**config.mk**
```make
export PLATFORM = sky130hd
export DESIGN_NAME = keypad_debounce_scanner_top
export DESIGN_NICKNAME = d
export VERILOG_FILES = /design/src/rtl/kds_pkg.sv /design/src/rtl/keypad_debounce_scanner_top.sv
export SDC_FILE = /design/constraint.sdc
export NUM_CORES = 1
export LEC_CHECK = 0
export BUFFER_PORTS_ARGS = -buffer_cell sky130_fd_sc_hd__clkbuf_2
export CORE_UTILIZATION = 35
export DETAILED_ROUTE_END_ITERATION = 6
export PLACE_DENSITY = 0.63
export SYNTH_ARGS = -nofsm -noshare
export SYNTH_HDL_FRONTEND = slang
export SYNTH_SLANG_ARGS = --single-unit
```
**constraint.sdc**
```tcl
create_clock -name clk -period 7.86 [get_ports clk]
set_clock_uncertainty 0.15 [all_clocks]
set_input_delay 0.786 -clock clk [delete_from_list [all_inputs] [get_ports clk]]
set_output_delay 0.786 -clock clk [all_outputs]
set_load 0.02 [all_outputs]
```
**src/rtl/kds_pkg.sv**
```systemverilog
package kds_pkg;

    localparam int COUNT_BITS = 10;
    localparam int THR_BITS   = 8;
    localparam int CODE_BITS  = 4;
    localparam int NUM_COLS   = 3;
    localparam int NUM_ROWS   = 4;

    typedef struct packed {
        logic [NUM_COLS-1:0] column_lines;
        logic [NUM_ROWS-1:0] row_lines;
    } sample_t;

    typedef struct packed {
        logic                 release_event;
        logic [CODE_BITS-1:0] release_code;
        logic                 key_held;
        logic [CODE_BITS-1:0] held_code;
    } result_t;

    function automatic logic [CODE_BITS-1:0] key_code(input logic [1:0] row,
                                                      input logic [1:0] col);
        logic [CODE_BITS-1:0] code;
        code = '0;
        unique case ({row, col})
            4'b00_00: code = 4'd1;
            4'b00_01: code = 4'd2;
            4'b00_10: code = 4'd3;
            4'b01_00: code = 4'd4;
            4'b01_01: code = 4'd5;
            4'b01_10: code = 4'd6;
            4'b10_00: code = 4'd7;
            4'b10_01: code = 4'd8;
            4'b10_10: code = 4'd9;
            4'b11_00: code = 4'd10;
            4'b11_01: code = 4'd0;
            4'b11_10: code = 4'd11;
            default:  code = '0;
        endcase
        return code;
    endfunction

endpackage

```
**src/rtl/keypad_debounce_scanner_top.sv**
```systemverilog
// A sample passes through the input register and then the result register before its result is valid.
// Throughput: one sample word per cycle unless result_ready stalls the result register;
// the tracking state updates as a word moves from the input register into the result register.
// Reset (rst_n, async, active low): threshold returns to 5, tracking, confirmation,
// latched key and stability counter clear, both stages empty.
module keypad_debounce_scanner_top (
    input  logic                      clk,
    input  logic                      rst_n,
    input  logic                      sample_valid,
    output logic                      sample_ready,
    input  kds_pkg::sample_t          sample,
    output logic                      result_valid,
    input  logic                      result_ready,
    output kds_pkg::result_t          result,
    input  logic                      cfg_write_en,
    input  logic [kds_pkg::THR_BITS-1:0] cfg_write_data
);
    import kds_pkg::*;

    localparam int CMP_BITS = COUNT_BITS + 1;
    localparam logic signed [COUNT_BITS-1:0] COUNT_MAX = {1'b0, {(COUNT_BITS-1){1'b1}}};
    localparam logic signed [COUNT_BITS-1:0] COUNT_MIN = {1'b1, {(COUNT_BITS-1){1'b0}}};

    logic [THR_BITS-1:0]          thr_reg;
    logic                         in_valid_reg;
    sample_t                      in_reg;
    logic                         out_valid_reg;
    result_t                      out_reg;

    logic                         tracking_reg, tracking_next;
    logic                         confirmed_reg, confirmed_next;
    logic [1:0]                   col_reg, col_next;
    logic [1:0]                   row_reg, row_next;
    logic signed [COUNT_BITS-1:0] count_reg, count_next;
    result_t                      out_next;

    logic                         advance;
    logic                         col_hi, row_hi;
    logic [1:0]                   first_col, first_row, last_row;
    logic                         any_col, any_row;
    logic signed [CMP_BITS-1:0]   cnt_ext, thr_ext;

    assign advance      = in_valid_reg && (!out_valid_reg || result_ready);
    assign sample_ready = !in_valid_reg || advance;
    assign result_valid = out_valid_reg;
    assign result       = out_reg;

    always_comb
    begin
        any_col = |in_reg.column_lines;
        any_row = |in_reg.row_lines;

        if (in_reg.column_lines[0])
            first_col = 2'd0;
        else if (in_reg.column_lines[1])
            first_col = 2'd1;
        else
            first_col = 2'd2;

        if (in_reg.row_lines[0])
            first_row = 2'd0;
        else if (in_reg.row_lines[1])
            first_row = 2'd1;
        else if (in_reg.row_lines[2])
            first_row = 2'd2;
        else
            first_row = 2'd3;

        if (in_reg.row_lines[3])
            last_row = 2'd3;
        else if (in_reg.row_lines[2])
            last_row = 2'd2;
        else if (in_reg.row_lines[1])
            last_row = 2'd1;
        else
            last_row = 2'd0;

        col_hi = (col_reg == 2'd3) ? 1'b0 : in_reg.column_lines[col_reg];
        row_hi = in_reg.row_lines[row_reg];

        tracking_next  = tracking_reg;
        confirmed_next = confirmed_reg;
        col_next       = col_reg;
        row_next       = row_reg;
        count_next     = count_reg;
        out_next       = '0;
        cnt_ext        = '0;
        thr_ext        = signed'({{(CMP_BITS-THR_BITS){1'b0}}, thr_reg});

        if (!tracking_reg)
        begin
            if (any_col && any_row)
            begin
                tracking_next  = 1'b1;
                confirmed_next = 1'b0;
                col_next       = first_col;
                row_next       = last_row;
                count_next     = '0;
            end
        end
        else
        begin
            if (col_hi)
            begin
                if (row_hi && count_reg != COUNT_MAX)
                    count_next = count_reg + COUNT_BITS'(1);
            end
            else if (count_reg != COUNT_MIN)
            begin
                count_next = count_reg - COUNT_BITS'(1);
            end

            cnt_ext = signed'({count_next[COUNT_BITS-1], count_next});
            if (cnt_ext > thr_ext)
                confirmed_next = 1'b1;
            if (cnt_ext < -thr_ext)
                tracking_next = 1'b0;
            if (confirmed_next && !col_hi && !row_hi)
            begin
                tracking_next         = 1'b0;
                confirmed_next        = 1'b0;
                out_next.release_event = 1'b1;
                out_next.release_code  = key_code(row_reg, col_reg);
            end
        end

        if (any_col && any_row)
        begin
            out_next.key_held  = 1'b1;
            out_next.held_code = key_code(first_row, first_col);
        end
    end

    always_ff @(posedge clk or negedge rst_n)
    begin
        if (!rst_n)
        begin
            thr_reg       <= THR_BITS'(5);
            in_valid_reg  <= 1'b0;
            out_valid_reg <= 1'b0;
            tracking_reg  <= 1'b0;
            confirmed_reg <= 1'b0;
            col_reg       <= '0;
            row_reg       <= '0;
            count_reg     <= '0;
        end
        else
        begin
            if (cfg_write_en)
                thr_reg <= cfg_write_data;

            if (sample_ready)
                in_valid_reg <= sample_valid;

            if (advance)
            begin
                out_valid_reg <= 1'b1;
                tracking_reg  <= tracking_next;
                confirmed_reg <= confirmed_next;
                col_reg       <= col_next;
                row_reg       <= row_next;
                count_reg     <= count_next;
            end
            else if (result_ready)
            begin
                out_valid_reg <= 1'b0;
            end
        end
    end

    // hold payload words without reset
    always_ff @(posedge clk)
    begin
        if (sample_ready && sample_valid)
            in_reg <= sample;
        if (advance)
            out_reg <= out_next;
    end

endmodule
```
==> results of run 1 <==
worst max-delay path: cells and delay by family, from the launching register on:
family / cells / cell delay (ns)
compound gates: 4 / 1.15
simple gates: 5 / 1.17
fa+ha+maj: 2 / 0.67
flops: 1 / 0.45
xor+xnor: 1 / 0.19
buf+inv: 1 / 0.17
per-layer routing:
metal	wire length, um	GRT usage	share of wire	vias to the layer above
li1	-	-	-	1268
met1	3274	0.2279	0.49	1236
met2	3088	0.2565	0.46	48
met3	213	0.02153	0.032	13
met4	98	0.05303	0.015	0
met5	0	0	0	-
area by class of cell:
| type | instances | share of cell area |
|---|---|---|
| Clock buffer | 5 | 0.02039 |
| Clock inverter | 3 | 0.01298 |
| Inverter | 32 | 0.03560 |
| Multi-Input combinational cell | 246 | 0.5013 |
| Sequential cell | 43 | 0.3448 |
| Tap cell | 105 | 0.03893 |
| Timing Repair Buffer | 31 | 0.04598 |
cell usage in the layout, fill, tap and decap left out, types with 3 or more instances in the layout:
master,instances
a21o_1,3
a21oi_1,18
a31oi_1,5
and2_1,4
clkbuf_2,31
clkbuf_8,5
dfrtp_1,24
edfxtp_1,17
ha_1,27
inv_1,31
mux2i_1,3
nand2_1,27
nand2b_1,8
nand3_1,9
nand4_1,6
nor2_1,24
nor3_1,9
nor4_1,3
o211ai_1,3
o21ai_0,26
o21ai_1,4
o22ai_1,3
o32ai_1,3
or3_1,5
xnor2_1,8
xor2_1,5
logic make-up after synthesis:
| logic type | count (synthesis) | share of synthesized area |
|---|---|---|
| AOI/OAI and AO/OA | 92 | 0.2018 |
| xor gates and xnor gates | 13 | 0.03756 |
| adders and majority gates | 27 | 0.1114 |
| buffers and inverters | 46 | 0.05819 |
| DFF | 43 | 0.3838 |
| muxes | 5 | 0.02600 |
| and+or+nand+nor | 109 | 0.1812 |
per-stage QoR:
step / cells / hold slack [ns] / area [um2]
2_1_floorplan: 335 / 0.3158 / 3032
3_3_place_gp: 457 / 0.3313 / 3262
3_5_place_dp: 457 / 0.3339 / 3262
5_1_grt: 465 / 0.3653 / 3374
6_report: 465 / 0.3516 / 3374
4_1_cts: 465 / 0.3543 / 3374
final timing paths:
| check | start | end | slack (ns) | cells past startpoint |
|---|---|---|---|---|
| setup / recovery | col_reg[0]$_DFFE_PN0P_ | result[8]$_SDFFCE_PN0P_ | 3.74 | 13 |
| hold / removal | rst_n | count_reg[5]$_DFFE_PN0P_ | 0.35 | 1 |
| setup reg to reg | col_reg[0]$_DFFE_PN0P_ | result[8]$_SDFFCE_PN0P_ | 3.74 | 13 |
| hold reg to reg | confirmed_reg$_DFFE_PN0P_ | confirmed_reg$_DFFE_PN0P_ | 0.35 | 1 |
| max in group asynchronous | rst_n | count_reg[8]$_DFFE_PN0P_ | 6.76 | 1 |
| min in group clk | confirmed_reg$_DFFE_PN0P_ | confirmed_reg$_DFFE_PN0P_ | 0.35 | 1 |
where the power goes:
| part | internal [uW] | switching [uW] | total [uW] |
|---|---|---|---|
| Clock | 94.7 | 82.8 | 177 |
| Sequential | 289 | 86.1 | 375 |
| Combinational | 259 | 350 | 610 |
| Total | 642 | 519 | 1160 |
==> impl_results.md, run 1 <==
* Postcts setup bufs at 0
* Number of buffers created by CTS at 5
* Resize count post-CTS at 0
* Post-synth net total at 382
* H-tree levels at 2
* Chip Height at 95.07 um
* Post-Route WL at 6674 um
* Status: complete, no violations
* Slowest CP cell: dfrtp_1
* GRT Util Overall at 0.1622
* Largest net degree at the start of global routing at 27
* Worst-path cell chain: ha_1 > inv_1 > nand4_1 > or3_1 > o32ai_1 > xor2_1 > ha_1 > nand3_1 > or2_2 > a31o_2 > a2111o_1 > a31o_2 > nor3b_1
* Core Util, Final at 0.4066
* WS Path Type: register to register
* Final WS setup at 3.741 ns
* Final hold violations at 0
* DR vias at 2565
* Max-slew headroom at 0.1501
* Seq/Total Area, Yosys at 0.3838
* Port bufs at 31
* Clock tree buffer depth at 2
* Max Cap Viol at 0
* # rows at 33
* Hpwl dp at 5113 um
* # fillers at 830
* Slew of the pin with the lowest slew margin at 1.265 ns
* Die X-Extent at 95.07 um
* Tmin final at 4.119 ns
* Die area at 9038 um2
* # IOs at 32
* Global-route wire length before repair at 11360 um
* CTS root buf: clkbuf_8
* Post-synth EDFFs at 17
* Area contributors post-synth: dfrtp_1 20%, edfxtp_1 17%, ha_1 11%
* HP Class: input pin to asynchronous set/reset pin
* Final ANT Viol Nets at 0
* Commonest cells in the synthesized netlist: 31 x inv_1, 27 x ha_1, 27 x nand2_1
* Clock-pin slew on the worst setup and hold paths at 0.09 ns
* Async SR Flop Fraction at 0.6047
* Antenna violations before repair at 0
* # DRC at 0
* Peak Freq at 242.8 MHz
* Avg Inst Size Synth at 9.050 um2
* Vias in the first global route at 2398
* Final setup viols at 0
* Synth Cell Area at 3032 um2
* CP peak stage delay at 0.45 ns
* Kind of end point of the critical path: register
* RD Place Congestion at 0.8752
* DR WL/cell at 14.35 um
* Top-count cell post-synth: inv_1
* Crit path DAT at 4.11 ns
* Synth warn at 0
* CP max FO at 9
* # diodes at 0
* Area Growth Syn to Fin at 11.31%
* Nets at 406
* Post-synthesis instance total at 335
* Yosys top cell area share at 0.1981
* Final setup TNS at 0 ns
* FF+latch count, synth at 43
* Leakage at 0.001471 uW
* Routed vias/inst at 5.516
* Area of the multi-input gates at 1692 um2
* Initial Util at 0.3653
* 1st-iter DRT viols at 119
* Place WS at 3.811 ns
* CP required at 7.85 ns
* Synth cell types at 58
* Pre-Repair DR Iteration Count at 4
* Final total power at 1162 uW
* Cell taking the most area after synthesis: dfrtp_1
* Core ar. at 8299 um2
* Ratio of cells with drive above 1 in the final layout at 0.1361
* CTS tree: done
* CTS Hold Bufs at 0
* Final slew viol count at 0
* VDD IR max at 111.4 uV
* Grt total ovfl at 0
* Clock Sinks at 43
* Top_reg_cell synth: dfrtp_1
* FF+latch area at 1164 um2
* Final period utilization at 0.5240
* Unrepaired setup endpoints after global routing: false
* Startpoint types: register
* Clock Latency Late Sink at 0.31 ns
* Pwr Density at 344.3 nW/um2
Note: power is estimated with default switching activity, not from simulation.
==> inputs of run 2 (changes only) <==
Clock period 7.86 ns to 4.1 ns, I/O delays scaled along.
==> impl_results.md, run 2 (same netlist as run 1, synthesis figures left out) <==
* Nets at 418 (+3.0%)
* Die area at 9038 um2 (unchanged)
* Port bufs at 31 (unchanged)
* Antenna violations before repair at 0 (unchanged)
* Crit path buf inv count at 0 (-1)
* # DRC at 0 (unchanged)
* Ratio of cells with drive above 1 in the final layout at 0.1694 (+0.03324)
* # rows at 33 (unchanged)
* Vias in the first global route at 2391 (-0.29%)
* Reg2reg start: row_reg[1]$_DFFE_PN0P_
* DR WL/cell at 13.99 um (-2.5%)
* Tmin final at 3.927 ns (-0.1918 ns)
* Leakage at 0.001543 uW (+4.9%)
* Peak Freq at 254.6 MHz (+4.9%)
* Area Growth Syn to Fin at 15.11%
* HP Class: input pin to register
* Final period utilization at 0.9578 (+0.4338)
* Clock Latency Late Sink at 0.30 ns (about the same)
* DR vias at 2519 (-1.8%)
* GRT Util Overall at 0.1625 (+0.0003435)
* Final setup TNS at 0 ns (unchanged)
* Core Util, Final at 0.4205 (+0.01387)
* Slew of the pin with the lowest slew margin at 0.6723 ns (-0.5929 ns)
* CTS root buf: clkbuf_8
* Non-filler instance count after layout at 477 (+2.6%)
* VDD IR max at 263.6 uV (+140%)
* Family with the most delay on the worst path: compound AO/OA/AOI/OAI gates
* Largest net degree at the start of global routing at 27 (unchanged)
* Slowest CP cell: dfrtp_1
* Max Cap Viol at 0 (unchanged)
* Status: complete, no violations
* Post-Route WL at 6673 um (about the same)
* Final slew viol count at 0 (unchanged)
* R2R setup slack at 0.17 ns (-3.57 ns)
* Startpoint types: register
* Clock Sinks at 43 (unchanged)
* Max-slew headroom at 0.5471 (+0.3970)
* CP max FO at 6 (-3)
* Initial Util at 0.3653 (unchanged)
* Hpwl dp at 5248 um (+2.6%)
* Worst-path cell chain: mux4_2 > o41ai_4 > or4_4 > o22a_1 > xnor2_1 > ha_1 > nand3_1 > or2_2 > a31o_2 > a2111o_1 > a31o_2 > nor3b_1
* Routed vias/inst at 5.281 (-4.3%)
* # IOs at 32 (unchanged)
* CP dominant cell by count: a31o_2
* 1st-iter DRT viols at 228 (+92%)
* Final ANT Viol Nets at 0 (unchanged)
* Pwr Density at 654.1 nW/um2 (+90%)
* Final hold violations at 0 (unchanged)
* WHS at 0.1337 ns (-0.2179 ns)
* CP required at 4.08 ns (-3.77 ns)
* Clock-pin slew on the worst setup and hold paths at 0.09 ns (about the same)
* Crit path from: row_reg[1]$_DFFE_PN0P_
* H-tree levels at 2 (unchanged)
* Global-route wire length before repair at 11380 um (+0.18%)
* Grt total ovfl at 0 (unchanged)
* Clock tree buffer depth at 2 (unchanged)
* Placed cells at 466 (+2.0%)
* Hold path start: sample[6]
* Crit path DAT at 3.91 ns (-0.20 ns)
* Core ar. at 8299 um2 (unchanged)
* Pre-Repair DR Iteration Count at 4 (unchanged)
* Final setup viols at 0 (unchanged)
* Commonest non-fill, non-tap cells in the layout: 31 x inv_1, 31 x clkbuf_2, 27 x nand2_1
* RD Place Congestion at 0.9379 (+7.2%)
* # diodes at 0 (unchanged)
* CTS tree: done
* WS Path Type: register to register
* Die X-Extent at 95.07 um (unchanged)
* Number of buffers created by CTS at 5 (unchanged)
* Final total power at 2282 uW (+96%)
* Kind of end point of the critical path: register
* Chip Height at 95.07 um (unchanged)
* CP peak stage delay at 0.47 ns (+0.02 ns)
* Unrepaired setup endpoints after global routing: false
## run 2: cell types whose count changed in the layout (fill, tap and decap cells not counted), sizes merged
cell,previous run,this run
buf,0,10
dlygate4sd3,0,1
clkbuf,36,37
## run 2: final timing paths
| kind | endpoint | cells after the start |
|---|---|---|
| min in group asynchronous | thr_reg[3]$_DFFE_PN0P_ | 2 |
| max in group asynchronous | col_reg[0]$_DFFE_PN0P_ | 2 |
| worst min register to register | confirmed_reg$_DFFE_PN0P_ | 1 |
| worst max-delay path | result[8]$_SDFFCE_PN0P_ | 12 |
| worst min-delay path | in_reg[6]$_DFFE_PP_ | 1 |
| worst max register to register | result[8]$_SDFFCE_PN0P_ | 12 |
## run 2: power by group
part / internal [uW] / switching [uW] / leakage [uW] / total (uW)
logic: 549 / 697 / 0.00100 / 1250
clock network: 182 / 155 / 0.0000581 / 336
registers: 553 / 148 / 0.000481 / 701
## run 2: through the flow
step	setup WS [ns]	area, um2
after detailed placement	0.1454	3329
after CTS	0.1111	3452
after global placement	0.2581	3329
after global routing	0.01405	3490
after floorplan	0.4288	3032
final	0.1730	3490
## run 2: cell type report
class | instances | area (um2)
inverters | 32 | 120.1
clock buffers | 5 | 68.82
well taps | 105 | 131.4
multi-input cells | 246 | 1714
fillers | 828 | 4810
repair buffers | 43 | 247.7
clock inverters | 3 | 43.79
flip-flops and latches | 43 | 1164
## run 2: per-layer routing
| metal | wire [um] | global-route usage | up-vias |
|---|---|---|---|
| li1 | - | - | 1293 |
| met1 | 3397 | 0.2307 | 1175 |
| met2 | 2978 | 0.2595 | 47 |
| met3 | 259 | 0.02392 | 4 |
| met4 | 37 | 0.03788 | 0 |
| met5 | 0 | 0 | - |
## run 2: timing repair
| action | CTS | global route |
|---|---|---|
| resized for setup | 0 | 4 |
| setup buffers | 0 | 1 |
| hold buffers | 1 | 0 |
| hold endpoints to repair | 3 | 0 |
| setup endpoints to repair | 0 | 4 |
## run 2: worst register-to-register path: stages (launching register included)
cell and delay [ns]:
dfrtp_1 0.47, mux4_2 0.44, o41ai_4 0.11, or4_4 0.45, o22a_1 0.23, xnor2_1 0.16
ha_1 0.29, nand3_1 0.09, or2_2 0.31, a31o_2 0.23, a2111o_1 0.36, a31o_2 0.27
nor3b_1 0.20
==> inputs of run 3 (changes only) <==
Settings changed: ABC_AREA set to 1.
==> impl_results.md, run 3 <==
* Status: complete, no violations
* HP Class: input pin to register
* Peak Freq at 281.9 MHz (+11%)
* Hold Path Depth at 1 (unchanged)
* Pre-Repair DR Iteration Count at 4 (unchanged)
* Largest net degree at the start of global routing at 27 (unchanged)
* Post-synth net total at 436 (+14%)
* H-tree levels at 2 (unchanged)
* Routed vias/inst at 4.960 (-6.1%)
* Commonest cells in the synthesized netlist: 102 x nand2_1, 51 x inv_1, 33 x o21ai_0
* Die area at 8991 um2 (-0.53%)
* Nets at 469 (+12%)
* Leakage at 0.001715 uW (+11%)
* Clock Latency Late Sink at 0.30 ns (about the same)
* Post-Route WL at 6343 um (-4.9%)
* Crit path DAT at 3.47 ns (-0.44 ns)
* GRT Util Overall at 0.1537 (-0.008787)
* # fillers at 826 (-0.24%)
* CTS root buf: clkbuf_8
* Synth cell types at 34 (-41%)
* Grt total ovfl at 0 (unchanged)
* Vias in the first global route at 2421 (+1.3%)
* # DRC at 0 (unchanged)
* # rows at 33 (unchanged)
* FF+latch area at 1164 um2 (unchanged)
* CTS tree: done
* RD Place Congestion at 0.8530 (-9.1%)
* Die X-Extent at 94.82 um (-0.26%)
* Final ANT Viol Nets at 0 (unchanged)
* Ratio of cells with drive above 1 in the final layout at 0.1395 (-0.02987)
* Area of the multi-input gates at 1595 um2 (-6.9%)
* DR WL/cell at 12.01 um (-14%)
* Initial Util at 0.3652 (about the same)
* Yosys top cell area share at 0.1992 (+0.001069)
* Startpoint types: register
* Post-synthesis instance total at 389 (+16%)
* Global-route wire length before repair at 10780 um (-5.3%)
* Slew of the pin with the lowest slew margin at 0.6958 ns (+0.02348 ns)
* Commonest non-fill, non-tap cells in the layout: 102 x nand2_1, 51 x inv_1, 33 x o21ai_0
* Port bufs at 31 (unchanged)
* Seq/Total Area, Yosys at 0.3859 (+0.002070)
* Synth Cell Area at 3015 um2 (-0.54%)
* Chip Height at 94.82 um (-0.26%)
* Number of buffers created by CTS at 5 (unchanged)
* Clock-pin slew on the worst setup and hold paths at 0.09 ns (about the same)
* Final hold violations at 0 (unchanged)
* VDD IR max at 278.6 uV (+5.7%)
* Top-count cell post-synth: nand2_1
* Resize count post-CTS at 0 (unchanged)
* Area Growth Syn to Fin at 12.37%
* 1st-iter DRT viols at 156 (-32%)
* Kind of end point of the critical path: register
* Final setup viols at 0 (unchanged)
* FF+latch count, synth at 43 (unchanged)
* Top_reg_cell synth: dfrtp_1
* Unrepaired setup endpoints after global routing: false
* WS Path Type: register to register
* # IOs at 32 (unchanged)
* Core ar. at 8258 um2 (-0.50%)
* Max Cap Viol at 0 (unchanged)
* Clock Sinks at 43 (unchanged)
* Most common cell after layout, fill and taps aside: nand2_1
* Max-slew headroom at 0.5326 (-0.01448)
* Core Util, Final at 0.4103 (-0.01017)
* Pwr Density at 706.5 nW/um2 (+8.0%)
* Antenna violations before repair at 0 (unchanged)
* Final period utilization at 0.8653 (-0.09252)
* Synth warn at 0 (unchanged)
* Post-synth EDFFs at 17 (unchanged)
* CP required at 4.02 ns (-0.06 ns)
* # diodes at 0 (unchanged)
* DR vias at 2619 (+4.0%)
* Tmin final at 3.548 ns (-0.3793 ns)
* Async SR Flop Fraction at 0.6047 (unchanged)
* Avg Inst Size Synth at 7.752 um2 (-14%)
* Area contributors post-synth: dfrtp_1 20%, edfxtp_1 17%, nand2_1 13%
* Clock tree buffer depth at 2 (unchanged)
* Hpwl dp at 5045 um (-3.9%)
* Final setup TNS at 0 ns (unchanged)
* Final slew viol count at 0 (unchanged)
* Reg2reg path depth at 22 (+10)
* Cell taking the most area after synthesis: dfrtp_1
* CP max FO at 13 (+7)
==> run 3: changes by cell type after synthesis, sizes merged, moves of 8 or more <==
cell and change:
inv +25, o21ai +8, nand2b -8, clkbuf -9
nand3 +15, nand2 +77, nor2 +9
==> run 3: path summary, 6_finish.rpt <==
kind | slack, ns | start | end
worst max register to register | 0.55 | col_reg[0]$_DFFE_PN0P_ | result[5]$_SDFFCE_PN0P_
worst max-delay path | 0.55 | col_reg[0]$_DFFE_PN0P_ | result[5]$_SDFFCE_PN0P_
worst min register to register | 0.38 | thr_reg[0]$_DFFE_PN1P_ | thr_reg[0]$_DFFE_PN1P_
max in group asynchronous | 2.85 | rst_n | row_reg[0]$_DFFE_PN0P_
min in group asynchronous | 0.52 | rst_n | col_reg[1]$_DFFE_PN0P_
worst min-delay path | 0.13 | sample[4] | in_reg[4]$_DFFE_PP_
==> run 3: layer usage <==
metal | GRT usage | vias up | wire length, um
met5 | 0 | - | 0
met4 | 0.05303 | 0 | 102
met3 | 0.02576 | 7 | 247
met2 | 0.2482 | 48 | 2932
met1 | 0.2071 | 1221 | 3061
li1 | - | 1343 | -
==> run 3: cell families after synthesis <==
family,Yosys count,synth area share
simple gates,174,0.2485
compound gates,69,0.1282
xor+xnor,13,0.04025
flops,43,0.3859
fa+ha+maj,27,0.1120
buf+inv,63,0.08506
==> run 3: per-stage QoR <==
step | cell area (um2) | worst slack, ns | hold slack, ns | power [uW] | cells
after global routing | 3388 | 0.1901 | 0.1174 | 2645 | 528
after floorplan | 3015 | 1.056 | -0.03559 | 1744 | 389
after global placement | 3262 | 0.5996 | 0.3213 | 2039 | 519
final | 3388 | 0.5524 | 0.1263 | 2394 | 528
after detailed placement | 3262 | 0.6040 | 0.3225 | 2049 | 519
after CTS | 3388 | 0.5722 | 0.1260 | 2408 | 528
==> run 3: critical path, cell delays in order (launching register included) <==
cell      delay, ns
dfrtp_1        0.47
ha_1           0.23
inv_1          0.07
nand3_2        0.09
a21oi_4        0.26
inv_2          0.18
o21ai_1        0.15
o211ai_1       0.16
xor2_1         0.23
inv_1          0.10
ha_1           0.28
nand2_1        0.08
nor2_1         0.06
o21ai_0        0.07
nand2_1        0.06
o21ai_0        0.16
nand2_1        0.07
nand2_1        0.06
nand2_1        0.06
nand2_1        0.06
nand2_1        0.09
nand3_2        0.13
nor2_1         0.05
==> run 3: power by group <==
part / total (uW) / internal, uW / leakage, uW / switching, uW
sequential: 685 / 561 / 0.000487 / 124
clock: 346 / 185 / 0.0000587 / 161
combinational: 1360 / 483 / 0.00117 / 880
total: 2390 / 1230 / 0.00172 / 1160
==> run 3: layout make-up <==
type,instances,area share
Tap cell,105,0.03877
Multi-Input combinational cell,283,0.4708
Clock inverter,3,0.01403
Sequential cell,43,0.3434
Clock buffer,5,0.02031
Timing Repair Buffer,32,0.04874
Inverter,57,0.06388
==> run 3: what timing repair did <==
action	CTS	global route
hold buffers	1	0
setup buffers	0	0
hold endpoints to repair	19	0
